File: src/rtl/core/rdc_pkg.sv
// ----------------------------------------------------------------------------
// rdc_pkg: shared types and constants for the record deframer
// Phase codes, result word layout, signature table and the CRC-16 byte step.
// ----------------------------------------------------------------------------
package rdc_pkg;

  localparam int SIG_LEN_DEF = 15;
  localparam int SIG_IDX_W   = 4;

  localparam logic [15:0] CRC_POLY = 16'h8408;

  typedef enum logic [1:0] {
    KIND_DATA      = 2'd0,
    KIND_REC_END   = 2'd1,
    KIND_DGRAM_END = 2'd2
  } kind_t;

  typedef enum logic [1:0] {
    ST_SIG_BAD   = 2'd0,
    ST_END_CMD   = 2'd1,
    ST_CLEAN     = 2'd2,
    ST_TRUNCATED = 2'd3
  } status_t;

  typedef enum logic [9:0] {
    PH_SIG    = 10'b00_0000_0001,
    PH_CMD_LO = 10'b00_0000_0010,
    PH_CMD_HI = 10'b00_0000_0100,
    PH_LEN_LO = 10'b00_0000_1000,
    PH_LEN_HI = 10'b00_0001_0000,
    PH_DATA   = 10'b00_0010_0000,
    PH_CRC_LO = 10'b00_0100_0000,
    PH_CRC_HI = 10'b00_1000_0000,
    PH_ENDCMD = 10'b01_0000_0000,
    PH_BADSIG = 10'b10_0000_0000
  } phase_t;

  typedef struct packed {
    kind_t       kind;
    logic [7:0]  out_byte;
    logic [15:0] command;
    logic [15:0] length;
    logic        crc_ok;
    status_t     status;
    logic        last_of_run;
  } result_t;

  function automatic logic [7:0] sig_byte(input logic [SIG_IDX_W-1:0] idx);
    logic [7:0] b;
    unique case (idx)
      4'd0:    b = 8'h42;  // B
      4'd1:    b = 8'h65;  // e
      4'd2:    b = 8'h43;  // C
      4'd3:    b = 8'h6B;  // k
      4'd4:    b = 8'h4D;  // M
      4'd5:    b = 8'h61;  // a
      4'd6:    b = 8'h4E;  // N
      4'd7:    b = 8'h6E;  // n
      4'd8:    b = 8'h5F;  // _
      4'd9:    b = 8'h52;  // R
      4'd10:   b = 8'h65;  // e
      4'd11:   b = 8'h4D;  // M
      4'd12:   b = 8'h6F;  // o
      4'd13:   b = 8'h54;  // T
      4'd14:   b = 8'h65;  // e
      default: b = 8'h00;
    endcase
    return b;
  endfunction

  // reflected CRC-16, one byte
  function automatic logic [15:0] crc_step(input logic [15:0] crc, input logic [7:0] b);
    logic [15:0] c;
    c = crc ^ {8'h00, b};
    for (int k = 0; k < 8; k++) begin
      if (c[0]) begin
        c = (c >> 1) ^ CRC_POLY;
      end else begin
        c = c >> 1;
      end
    end
    return c;
  endfunction

endpackage

File: src/rtl/core/rdc_in_if.sv
// ----------------------------------------------------------------------------
// rdc_in_if: datagram byte channel
// One word per payload byte, with a flag on the last byte of the datagram.
// ----------------------------------------------------------------------------
interface rdc_in_if;
  logic       valid;
  logic       ready;
  logic [7:0] payload_byte;
  logic       final_byte;

  modport source (output valid, output payload_byte, output final_byte, input ready);
  modport sink   (input valid, input payload_byte, input final_byte, output ready);
endinterface

File: src/rtl/core/rdc_out_if.sv
// ----------------------------------------------------------------------------
// rdc_out_if: result channel
// Data bytes, record ends and datagram ends, one word each.
// ----------------------------------------------------------------------------
interface rdc_out_if;
  logic        valid;
  logic        ready;
  logic [1:0]  kind;
  logic [7:0]  out_byte;
  logic [15:0] command;
  logic [15:0] length;
  logic        crc_ok;
  logic [1:0]  status;
  logic        last_of_run;

  modport source (output valid, output kind, output out_byte, output command,
                  output length, output crc_ok, output status, output last_of_run,
                  input ready);
  modport sink   (input valid, input kind, input out_byte, input command,
                  input length, input crc_ok, input status, input last_of_run,
                  output ready);
endinterface

File: src/rtl/core/rdc_cfg_if.sv
// ----------------------------------------------------------------------------
// rdc_cfg_if: configuration write channel
// Carries the end command register value.
// ----------------------------------------------------------------------------
interface rdc_cfg_if;
  logic        valid;
  logic        ready;
  logic [15:0] end_command;

  modport source (output valid, output end_command, input ready);
  modport sink   (input valid, input end_command, output ready);
endinterface

File: src/rtl/core/record_deframer_crc16_check.sv
// ----------------------------------------------------------------------------
// record_deframer_crc16_check: signature match, record parse, CRC-16 check
// Parses one datagram byte per word; emits data bytes, record ends with a
// CRC verdict, and a datagram end with a status.
// ----------------------------------------------------------------------------
//  channel  dir  words
//  in_ch    in   payload_byte, final_byte
//  out_ch   out  kind, out_byte, command, length, crc_ok, status, last_of_run
//  cfg_ch   in   end_command (always ready)
//
//  One input word per cycle when ready; parser state and CRC update per word.
//  Each word yields 0..2 result words into a 4-entry result queue.
//  in_ch.ready is high while the queue holds 2 words or fewer, leaving room
//  for both results that one input word can cause.
//  Synchronous active-low reset; parser returns to signature match after
//  each final byte.
// ----------------------------------------------------------------------------
module record_deframer_crc16_check #(
  parameter int SIG_LEN = rdc_pkg::SIG_LEN_DEF
) (
  input  logic          clk,
  input  logic          rst_n,
  rdc_in_if.sink        in_ch,
  rdc_out_if.source     out_ch,
  rdc_cfg_if.sink       cfg_ch
);

  localparam logic [rdc_pkg::SIG_IDX_W-1:0] SIG_LAST = rdc_pkg::SIG_IDX_W'(SIG_LEN - 1);

  logic [15:0]                     end_cmd_r;
  rdc_pkg::phase_t                 phase_r, phase_nxt, phase_upd;
  logic [rdc_pkg::SIG_IDX_W-1:0]   sig_idx_r, sig_idx_nxt;
  logic                            sig_bad_r, sig_bad_nxt;
  logic [15:0]                     cmd_r, cmd_nxt;
  logic [15:0]                     len_r, len_nxt;
  logic [15:0]                     cnt_data_r, cnt_data_nxt;
  logic [15:0]                     crc_r, crc_nxt;
  logic [7:0]                      crc_lo_r, crc_lo_nxt;

  rdc_pkg::result_t                q_r [4];
  logic [1:0]                      head_r, tail_r;
  logic [2:0]                      qcnt_r, qcnt_nxt;

  logic                            acc, pop, fin;
  logic [7:0]                      b;
  logic                            prim_v;
  rdc_pkg::result_t                prim_res, fin_res, first_res;
  logic [1:0]                      push_n;
  logic [15:0]                     cmd_full, len_full, cnt_inc;

  assign acc = in_ch.valid && in_ch.ready;
  assign pop = out_ch.valid && out_ch.ready;
  assign b   = in_ch.payload_byte;
  assign fin = in_ch.final_byte;

  assign in_ch.ready  = (qcnt_r <= 3'd2);
  assign cfg_ch.ready = 1'b1;

  assign cmd_full = {b, cmd_r[7:0]};
  assign len_full = {b, len_r[7:0]};
  assign cnt_inc  = (cnt_data_r == 16'hFFFF) ? cnt_data_r : cnt_data_r + 16'd1;

  always_comb begin
    phase_upd    = phase_r;
    sig_idx_nxt  = sig_idx_r;
    sig_bad_nxt  = sig_bad_r;
    cmd_nxt      = cmd_r;
    len_nxt      = len_r;
    cnt_data_nxt = cnt_data_r;
    crc_nxt      = crc_r;
    crc_lo_nxt   = crc_lo_r;
    prim_v       = 1'b0;
    prim_res     = '0;
    unique case (phase_r)
      rdc_pkg::PH_SIG: begin
        if (b != rdc_pkg::sig_byte(sig_idx_r)) begin
          sig_bad_nxt = 1'b1;
        end
        sig_idx_nxt = sig_idx_r + rdc_pkg::SIG_IDX_W'(1);
        if (sig_idx_r == SIG_LAST) begin
          phase_upd = (sig_bad_nxt) ? rdc_pkg::PH_BADSIG : rdc_pkg::PH_CMD_LO;
        end
      end
      rdc_pkg::PH_CMD_LO: begin
        crc_nxt   = rdc_pkg::crc_step(16'h0000, b);
        cmd_nxt   = {8'h00, b};
        phase_upd = rdc_pkg::PH_CMD_HI;
      end
      rdc_pkg::PH_CMD_HI: begin
        crc_nxt   = rdc_pkg::crc_step(crc_r, b);
        cmd_nxt   = cmd_full;
        phase_upd = (cmd_full == end_cmd_r) ? rdc_pkg::PH_ENDCMD : rdc_pkg::PH_LEN_LO;
      end
      rdc_pkg::PH_LEN_LO: begin
        crc_nxt   = rdc_pkg::crc_step(crc_r, b);
        len_nxt   = {8'h00, b};
        phase_upd = rdc_pkg::PH_LEN_HI;
      end
      rdc_pkg::PH_LEN_HI: begin
        crc_nxt      = rdc_pkg::crc_step(crc_r, b);
        len_nxt      = len_full;
        cnt_data_nxt = '0;
        phase_upd    = (len_full == 16'h0000) ? rdc_pkg::PH_CRC_LO : rdc_pkg::PH_DATA;
      end
      rdc_pkg::PH_DATA: begin
        crc_nxt           = rdc_pkg::crc_step(crc_r, b);
        prim_v            = 1'b1;
        prim_res.kind     = rdc_pkg::KIND_DATA;
        prim_res.out_byte = b;
        cnt_data_nxt      = cnt_inc;
        if (cnt_inc >= len_r) begin
          phase_upd = rdc_pkg::PH_CRC_LO;
        end
      end
      rdc_pkg::PH_CRC_LO: begin
        crc_lo_nxt = b;
        phase_upd  = rdc_pkg::PH_CRC_HI;
      end
      rdc_pkg::PH_CRC_HI: begin
        prim_v           = 1'b1;
        prim_res.kind    = rdc_pkg::KIND_REC_END;
        prim_res.command = cmd_r;
        prim_res.length  = len_r;
        prim_res.crc_ok  = ({b, crc_lo_r} == crc_r);
        phase_upd        = rdc_pkg::PH_CMD_LO;
      end
      rdc_pkg::PH_ENDCMD: begin
      end
      rdc_pkg::PH_BADSIG: begin
      end
      default: begin
      end
    endcase

    fin_res      = '0;
    fin_res.kind = rdc_pkg::KIND_DGRAM_END;
    priority if (phase_upd == rdc_pkg::PH_BADSIG || phase_upd == rdc_pkg::PH_SIG) begin
      fin_res.status = rdc_pkg::ST_SIG_BAD;
    end else if (phase_upd == rdc_pkg::PH_ENDCMD) begin
      fin_res.status = rdc_pkg::ST_END_CMD;
    end else if (phase_upd == rdc_pkg::PH_CMD_LO) begin
      fin_res.status = rdc_pkg::ST_CLEAN;
    end else begin
      fin_res.status = rdc_pkg::ST_TRUNCATED;
    end
    fin_res.last_of_run  = 1'b1;
    prim_res.last_of_run = !fin;

    first_res = prim_v ? prim_res : fin_res;
    push_n    = acc ? ({1'b0, prim_v} + {1'b0, fin}) : 2'd0;

    phase_nxt = phase_upd;
    if (fin) begin
      phase_nxt   = rdc_pkg::PH_SIG;
      sig_idx_nxt = '0;
      sig_bad_nxt = 1'b0;
    end

    qcnt_nxt = qcnt_r + {1'b0, push_n} - {2'b00, pop};
  end

  always_ff @(posedge clk) begin
    if (!rst_n) begin
      end_cmd_r <= '0;
      phase_r   <= rdc_pkg::PH_SIG;
      sig_idx_r <= '0;
      sig_bad_r <= 1'b0;
      head_r    <= '0;
      tail_r    <= '0;
      qcnt_r    <= '0;
    end else begin
      if (cfg_ch.valid) begin
        end_cmd_r <= cfg_ch.end_command;
      end
      if (acc) begin
        phase_r   <= phase_nxt;
        sig_idx_r <= sig_idx_nxt;
        sig_bad_r <= sig_bad_nxt;
      end
      if (pop) begin
        head_r <= head_r + 2'd1;
      end
      tail_r <= tail_r + push_n;
      qcnt_r <= qcnt_nxt;
    end
  end

  always_ff @(posedge clk) begin
    if (acc) begin
      cmd_r      <= cmd_nxt;
      len_r      <= len_nxt;
      cnt_data_r <= cnt_data_nxt;
      crc_r      <= crc_nxt;
      crc_lo_r   <= crc_lo_nxt;
    end
    if (push_n != 2'd0) begin
      q_r[tail_r] <= first_res;
    end
    if (push_n == 2'd2) begin
      q_r[tail_r + 2'd1] <= fin_res;
    end
  end

  assign out_ch.valid       = (qcnt_r != 3'd0);
  assign out_ch.kind        = q_r[head_r].kind;
  assign out_ch.out_byte    = q_r[head_r].out_byte;
  assign out_ch.command     = q_r[head_r].command;
  assign out_ch.length      = q_r[head_r].length;
  assign out_ch.crc_ok      = q_r[head_r].crc_ok;
  assign out_ch.status      = q_r[head_r].status;
  assign out_ch.last_of_run = q_r[head_r].last_of_run;

  a_queue_bound: assert property (@(posedge clk) disable iff (!rst_n)
    qcnt_r <= 3'd4)
    else $error("result queue overflow");

  a_fin_restart: assert property (@(posedge clk) disable iff (!rst_n)
    acc && fin |=> phase_r == rdc_pkg::PH_SIG && sig_idx_r == '0 && !sig_bad_r)
    else $error("parser not restarted after final byte");

  a_data_in_range: assert property (@(posedge clk) disable iff (!rst_n)
    phase_r == rdc_pkg::PH_DATA |-> cnt_data_r < len_r)
    else $error("data count past record length");

  a_dgram_end_last: assert property (@(posedge clk) disable iff (!rst_n)
    out_ch.valid && out_ch.kind == rdc_pkg::KIND_DGRAM_END |-> out_ch.last_of_run)
    else $error("datagram end not last of run");

endmodule

File: src/flat_wrapper.sv
// flat-port wrapper written by rule: the top's interface ports become plain ports
module record_deframer_crc16_check_flat 
#(
  parameter int SIG_LEN = rdc_pkg::SIG_LEN_DEF
)
  (clk, rst_n, in_ch_valid, in_ch_payload_byte, in_ch_final_byte, in_ch_ready, out_ch_valid, out_ch_kind, out_ch_out_byte, out_ch_command, out_ch_length, out_ch_crc_ok, out_ch_status, out_ch_last_of_run, out_ch_ready, cfg_ch_valid, cfg_ch_end_command, cfg_ch_ready);
  rdc_in_if in_ch_i ();
  rdc_out_if out_ch_i ();
  rdc_cfg_if cfg_ch_i ();
  input  logic clk;
  input  logic rst_n;
  input wire logic [$bits(in_ch_i.valid)-1:0] in_ch_valid;
  input wire logic [$bits(in_ch_i.payload_byte)-1:0] in_ch_payload_byte;
  input wire logic [$bits(in_ch_i.final_byte)-1:0] in_ch_final_byte;
  output wire logic [$bits(in_ch_i.ready)-1:0] in_ch_ready;
  output wire logic [$bits(out_ch_i.valid)-1:0] out_ch_valid;
  output wire logic [$bits(out_ch_i.kind)-1:0] out_ch_kind;
  output wire logic [$bits(out_ch_i.out_byte)-1:0] out_ch_out_byte;
  output wire logic [$bits(out_ch_i.command)-1:0] out_ch_command;
  output wire logic [$bits(out_ch_i.length)-1:0] out_ch_length;
  output wire logic [$bits(out_ch_i.crc_ok)-1:0] out_ch_crc_ok;
  output wire logic [$bits(out_ch_i.status)-1:0] out_ch_status;
  output wire logic [$bits(out_ch_i.last_of_run)-1:0] out_ch_last_of_run;
  input wire logic [$bits(out_ch_i.ready)-1:0] out_ch_ready;
  input wire logic [$bits(cfg_ch_i.valid)-1:0] cfg_ch_valid;
  input wire logic [$bits(cfg_ch_i.end_command)-1:0] cfg_ch_end_command;
  output wire logic [$bits(cfg_ch_i.ready)-1:0] cfg_ch_ready;
  assign in_ch_i.valid = in_ch_valid;
  assign in_ch_i.payload_byte = in_ch_payload_byte;
  assign in_ch_i.final_byte = in_ch_final_byte;
  assign in_ch_ready = in_ch_i.ready;
  assign out_ch_valid = out_ch_i.valid;
  assign out_ch_kind = out_ch_i.kind;
  assign out_ch_out_byte = out_ch_i.out_byte;
  assign out_ch_command = out_ch_i.command;
  assign out_ch_length = out_ch_i.length;
  assign out_ch_crc_ok = out_ch_i.crc_ok;
  assign out_ch_status = out_ch_i.status;
  assign out_ch_last_of_run = out_ch_i.last_of_run;
  assign out_ch_i.ready = out_ch_ready;
  assign cfg_ch_i.valid = cfg_ch_valid;
  assign cfg_ch_i.end_command = cfg_ch_end_command;
  assign cfg_ch_ready = cfg_ch_i.ready;
  record_deframer_crc16_check #(.SIG_LEN(SIG_LEN)) u_core (.clk(clk), .rst_n(rst_n), .in_ch(in_ch_i), .out_ch(out_ch_i), .cfg_ch(cfg_ch_i));
endmodule
File: config.mk
export PLATFORM = sky130hd
export DESIGN_NAME = record_deframer_crc16_check_flat
export DESIGN_NICKNAME = d
export VERILOG_FILES = /design/src/rtl/core/rdc_pkg.sv /design/src/rtl/core/rdc_in_if.sv /design/src/rtl/core/rdc_out_if.sv /design/src/rtl/core/rdc_cfg_if.sv /design/src/rtl/core/record_deframer_crc16_check.sv /design/src/flat_wrapper.sv
export SDC_FILE = /design/constraint.sdc
export NUM_CORES = 1
export LEC_CHECK = 0
export ABC_AREA = 1
export BUFFER_PORTS_ARGS = -buffer_cell sky130_fd_sc_hd__buf_2
export CAP_MARGIN = 20
export CORE_ASPECT_RATIO = 1.75
export CORE_MARGIN = 4
export CORE_UTILIZATION = 49
export DETAILED_ROUTE_END_ITERATION = 10
export HOLD_SLACK_MARGIN = 0.03
export PLACE_DENSITY_LB_ADDON = 0.1
export REMOVE_ABC_BUFFERS = 1
export SYNTH_ARGS = -nofsm -noshare
export SYNTH_HDL_FRONTEND = slang
export SYNTH_SLANG_ARGS = --single-unit
File: constraint.sdc
create_clock -name clk -period 3 [get_ports clk]
set_input_delay 0.15 -clock clk [delete_from_list [all_inputs] [get_ports clk]]
set_output_delay 0.15 -clock clk [all_outputs]
set_load 0.02 [all_outputs]
==> Yosys cells after proc, flatten, opt, wreduce, memory -nomap -nowiden <==
Memories as Yosys holds them, arrays and structs flattened. A register that Yosys moved wholly into a read port is not among the register bits.
Cells that the tools add are included.
{ "totals": {"reg_bits": 110, "latchBits": 0, "ramBits": 184, "romBits": 112, "inputBits": 30, "n_memories": 2} }
{ "op_classes": {"addsub": 8, "n_mul": 0, "div_mod_pow": 0, "magnitude_cmp": 2, "n_eq_ne": 18, "shifts": 0, "n_mux": 108, "bitwise_logic": 40, "n_reduce_logical": 21} }
{ "memory_table": {"columns": ["name", "depth", "word_bits", "rd", "rd_ports_with_merged_regs", "write_ports", "line_no", "source"], "rows": [
  ["u_core.q_r", 4, 46, 1, 1, 2, "record_deframer_crc16_check.sv:40", "rdc_pkg::result_t q_r [4];"],
  ["(no name shown)", 16, 7, 1, 1, 0, "rdc_pkg.sv:50", "unique case (idx)"]
]} }
{ "op_table": {"columns": ["op", "count"], "rows": [
  ["$mux W16", 73],
  ["$not A2 Y3", 36],
  ["$pmux W16 S2", 3],
  ["$pmux W10 S8", 1],
  ["$pmux W16 S5", 1],
  ["$mux W46", 1],
  ["$mux W10", 4],
  ["$mux W33", 1],
  ["$eq A16 B16 Y1", 2],
  ["$eq A10 B1 Y1 const B", 2],
  ["$eq A10 B2 Y1 const B", 2],
  ["$add A16 B1 Y16 const B", 1],
  ["$eq A16 B16 Y1 const B", 1],
  ["$ge A16 B16 Y1", 1],
  ["$logic_not A16 Y1", 1],
  ["$mux W4", 4],
  ["$mux W8", 2],
  ["$xor A16 B8 Y16", 1],
  ["$reduce_and A2 Y1", 6],
  ["$mux W1", 11],
  ["$eq A10 B10 Y1 const B", 1],
  ["$eq A10 B3 Y1 const B", 1],
  ["$eq A10 B4 Y1 const B", 1],
  ["$eq A10 B5 Y1 const B", 1],
  ["27 further kinds", 39]
]} }

==> Longest topological paths before layout <==
{ "depth": {"depth_word": 25, "mapped_depth": 26, "mapped_depth_nobuf": 26} }

==> Least setup slack after synthesis <==
Ideal clock, no wire load.
{ "synth_timing": {"kind": "register to register", "start": "reg u_core.cnt_data_r[0]", "end": "mem u_core.q_r[3][2] (netlist name) (data pin)", "setup_time_ps": 260, "arrival_ps": 2856, "required_ps": 2740, "path_slack_ps": -116, "stages_incl_launch_ff": 22, "n_path_buf": 1, "synth_period_minus_slack_ps": 3116, "path_cell_list": "edfxtp_1 > ha_1 > nand2_1 > nor3_1 > nand2_1 > nor2_1 > inv_1 > clkbuf_1 > nand2_1 > ha_1 > a21oi_1 > o21ai_0 > nor2_1 > nand3_1 > nand2_1 > nand2_1 > nand2_1 > nand2_1 > nor2_1 > nand3_2 > nand3_2 > nor2_1"} }
{ "synth_lines": {"columns": ["element", "line_no", "source"], "rows": [
  ["from (decl)", "record_deframer_crc16_check.sv:36", "logic [15:0] cnt_data_r, cnt_data_nxt;"],
  ["from (signal assigned)", "record_deframer_crc16_check.sv:192", "cnt_data_r <= cnt_data_nxt;"],
  ["to (decl)", "record_deframer_crc16_check.sv:40", null]
]} }

==> impl_results.md <==
- Synth async-reset ratio: 0%
- Leading area contributor after synthesis: dfxtp_1
- Core area: 28000 um^2
- Largest net degree at the start of global routing: 73
- I/O Buffers: 77
- Final Cycle Share: 106%
- Vias: 12434
- Max Clk Rate: 0.315 GHz
- Area grow syn2layout: 20.6%
- Final total power: 10500 uW
- Flop pwr share: 42.2%
- Avg Cell Area, Syn: 7.88 um^2
- Max-slew violation total from the final report: 0
- First-pass GRT wire length: 64200 um
- # diodes: 0
- Hold Worst Slack: 0.0759 ns
- Total CTS buffers: 29
- Initial core utilization: 49.7%
- Root buffer cell: clkbuf_16
- Mapped Cells: 1764
- Netlist Area Pre-Place: 13900 um^2
- CTS Sinks: 303
- Initial antenna violation count: 0
- CP arrival: 3.46 ns
- 1st-iter DRT viols: 802
- Clock skew: 0.00834 ns
- Hold Path Class: input pin to flop
- Leak pwr: 0.00700 uW
- P_sw: 3170 uW
- Status: complete, but fails checks
- CP max FO: 4
- CP required: 3.29 ns
- Die Ht: 231 um
- WL per Instance: 17.4 um
- Clock Power Share: 36.7%
- Non-Filler Instances: 2312
- Register area share after synthesis: 49.4%
- Level count of the clock H-tree: 1
- Die X: 135 um
- Fillers: 2604
- Cell mode on critical path: nand2_1
- Final setup margin: -0.178 ns
- Post-Route WL: 40300 um
- RSZ-0062 raised after global routing: true
- Maximum VDD drop: 0.000523 V
- Slowest stage delay, CP: 0.35 ns
- Setup WS pre-CTS: -0.201 ns
- Setup CP Type: flop to flop
- Post-DRT Antenna Nets: 0
- Clk slew on worst S/H paths: 0.06 ns
- Number of global-route vias before repair: 12386
- Placement row count: 81
- Synth Flop Type: dfxtp_1
- CP endpoint kind: flop
- Maxcap violations: 0
- Total negative slack: -1.33 ns
- Number of top-level pins: 79
- Die Footprint: 31200 um^2
- Number of synthesized flops with an enable pin: 80
- Layout cells sized above 1: 15.9%
- Worst-Margin Slew: 0.845 ns
- Cells along the critical path: nand2_1 > nor2_2 > inv_1 > buf_4 > nor2_1 > nand2_1 > inv_1 > nand3_1 > xor2_2 > nand2_1 > ha_4 > a21oi_1 > o21ai_0 > nor2_1 > nand3_2 > nand2_1 > nand2_1 > nand2_1 > nand2_1 > nor2_1 > buf_4 > nand3_4 > nand3_4 > nor2_1
- Final hold viol count: 0
- Int Power: 7310 uW
- Top cell type's share of synthesized area: 32.1%
- Final Setup Violations: 8
- Placer Congestion: 0.889
- HPWL after DPL: 27200 um
- CP startpoint kind: flop
- Cell with the largest stage delay on the worst path: edfxtp_1
- DRC: 0
- Clock Path Buffers: 3
- Final nets: 1978
- Overflow after GRT: 0
- Post-layout min period: 3.18 ns
- First-pass DRT Iterations: 5
- Cell Count Post-Placement: 2226
- Switching Fraction: 30.3%
- Logic pwr share: 21.1%
- CP delay by family, top: simple AND/OR/NAND/NOR gates
- Yosys Warn Count: 0
- Via density: 5.38
- Count of different cell masters after synthesis: 47
- Crit path buf inv count: 4
- Pwr/cell area: 625 nW/um^2
- GRT Overall Usage: 25.7%
- Rel. slew slack: 43.4%
- CTS tree: built
- Flops & latches, synth: 303
- Failing checks: negative setup slack
- Synth area leaders: dfxtp_1 (32%), edfxtp_1 (17%), o21ai_0 (11%), nand2_1 (10%), nor2_1 (6.8%)
- Insertion delay to the later sink of the worst-skew pair: 0.55 ns
==> routing by layer <==
metal / share of wire [%] / track usage [%]
met3: 4.8 / 2.62
met2: 52 / 47.7
met5: 0 / 0
met1: 39 / 29.6
met4: 4.1 / 10.7
==> kinds of logic (layout without fill, tap and decap cells) <==
| family | Yosys count | after routing | share of synthesized area (%) |
|---|---|---|---|
| buf+inv | 217 | 392 | 6.19 |
| compound gates | 425 | 425 | 16.1 |
| flops | 303 | 303 | 49.4 |
| fa+ha+maj | 31 | 31 | 2.85 |
| simple gates | 719 | 719 | 21.1 |
| other cells | 1 | 1 | 0.0270 |
| mux | 1 | 1 | 0.0810 |
| xor+xnor | 67 | 67 | 4.22 |
==> cells in the mapped netlist, types with 5 or more instances <==
| library cell | n |
|---|---|
| o22ai_1 | 48 |
| clkbuf_1 | 60 |
| nand3_1 | 32 |
| o21ai_0 | 294 |
| inv_2 | 9 |
| nor2_1 | 252 |
| or2_2 | 5 |
| ha_1 | 30 |
| xnor2_1 | 30 |
| nand4_1 | 15 |
| nor2_2 | 5 |
| nand3_2 | 6 |
| nand2_2 | 6 |
| dfxtp_1 | 223 |
| o21ai_1 | 11 |
| inv_1 | 118 |
| buf_2 | 19 |
| a21oi_1 | 57 |
| edfxtp_1 | 80 |
| xor2_1 | 37 |
| nor3_1 | 13 |
| nand2_1 | 374 |
==> layout make-up <==
type	count	area [um^2]	share of cell area [%]
well taps	373	467	2.79
inverters	131	494	2.95
repair buffers	208	1560	9.29
flip-flops and latches	303	6870	41.0
clock inverters	11	115	0.687
clock buffers	42	907	5.41
multi-input cells	1244	6350	37.9
==> cells in the final DEF (no fill, tap or decap), drive strengths merged, types with 2 or more instances in the layout <==
cell         count
nand2          381
nand4           15
o22ai           48
bufinv           2
clkinv           9
nand3           38
a31oi            3
or2              7
clkbuf          42
buf            183
nor4             3
a211oi           2
dfxtp          223
inv            131
xnor2           30
a21oi           59
nor3            14
xor2            37
edfxtp          80
ha              30
dlygate4sd3     25
nor2           259
o211ai           3
o21ai          306
==> what timing repair did <==
item / in CTS / in global routing
cloned: 0 / 0
endpoints found under the setup margin: 8 / 135
setup buffers: 3 / 5
hold endpoints to repair: 31 / 0
hold buffers: 25 / 0
pin swaps: 15 / 12
resized for setup: 8 / 26
==> tightest hold or removal path: cells and delay by family <==
kind	cells	cell delay (ns)
AO/OA/AOI/OAI	1	0.18
AND/OR/NAND/NOR	1	0.05
buffers and inverters	1	0.19
==> registers in the layout, indices dropped and copies added (netlist names), named ones only <==
name / cells
u_core.crc_lo_r: 8
u_core.crc_r: 16
u_core.q_r: 184
u_core.cmd_r: 16
u_core.phase_r: 10
u_core.cnt_data_r: 16
u_core.end_cmd_r: 16
u_core.qcnt_r: 3
u_core.sig_bad_r: 1
u_core.sig_idx_r: 4
u_core.tail_r: 2
u_core.len_r: 16
u_core.head_r: 2
==> power groups by stage <==
stage	Sequential (uW)	Clock, uW	Combinational, uW
final	4420	3850	2210
after global routing	4430	4070	2430
after CTS	4420	3910	2220
after detailed placement	4510	0	2190
after global placement	4500	0	2170
after floorplan	4540	0	1310
==> through the flow <==
| step | instance area [um^2] | utilization [%] |
|---|---|---|
| 3_3_place_gp | 15200 | 54.5 |
| 4_1_cts | 16600 | 59.3 |
| 5_1_grt | 16800 | 59.9 |
| 2_1_floorplan | 13500 | - |
| 6_report | 16800 | 59.9 |
| 3_5_place_dp | 15200 | 54.5 |
==> path summary, 6_finish.rpt <==
path / startpoint / end / slack [ns] / depth (start not counted)
setup / recovery: u_core.cnt_data_r[3]$_SDFFCE_PN0P_ / u_core.q_r[3][2]$_DFFE_PP_ / -0.18 / 24
hold / removal: cfg_ch_valid / u_core.end_cmd_r[1]$_SDFFE_PN0P_ / 0.08 / 3
setup reg to reg: u_core.cnt_data_r[3]$_SDFFCE_PN0P_ / u_core.q_r[3][2]$_DFFE_PP_ / -0.18 / 24
hold reg to reg: u_core.q_r[2][4]$_SDFFE_PP0P_ / u_core.q_r[2][4]$_SDFFE_PP0P_ / 0.45 / 2
(Power assumes the default switching activity.)
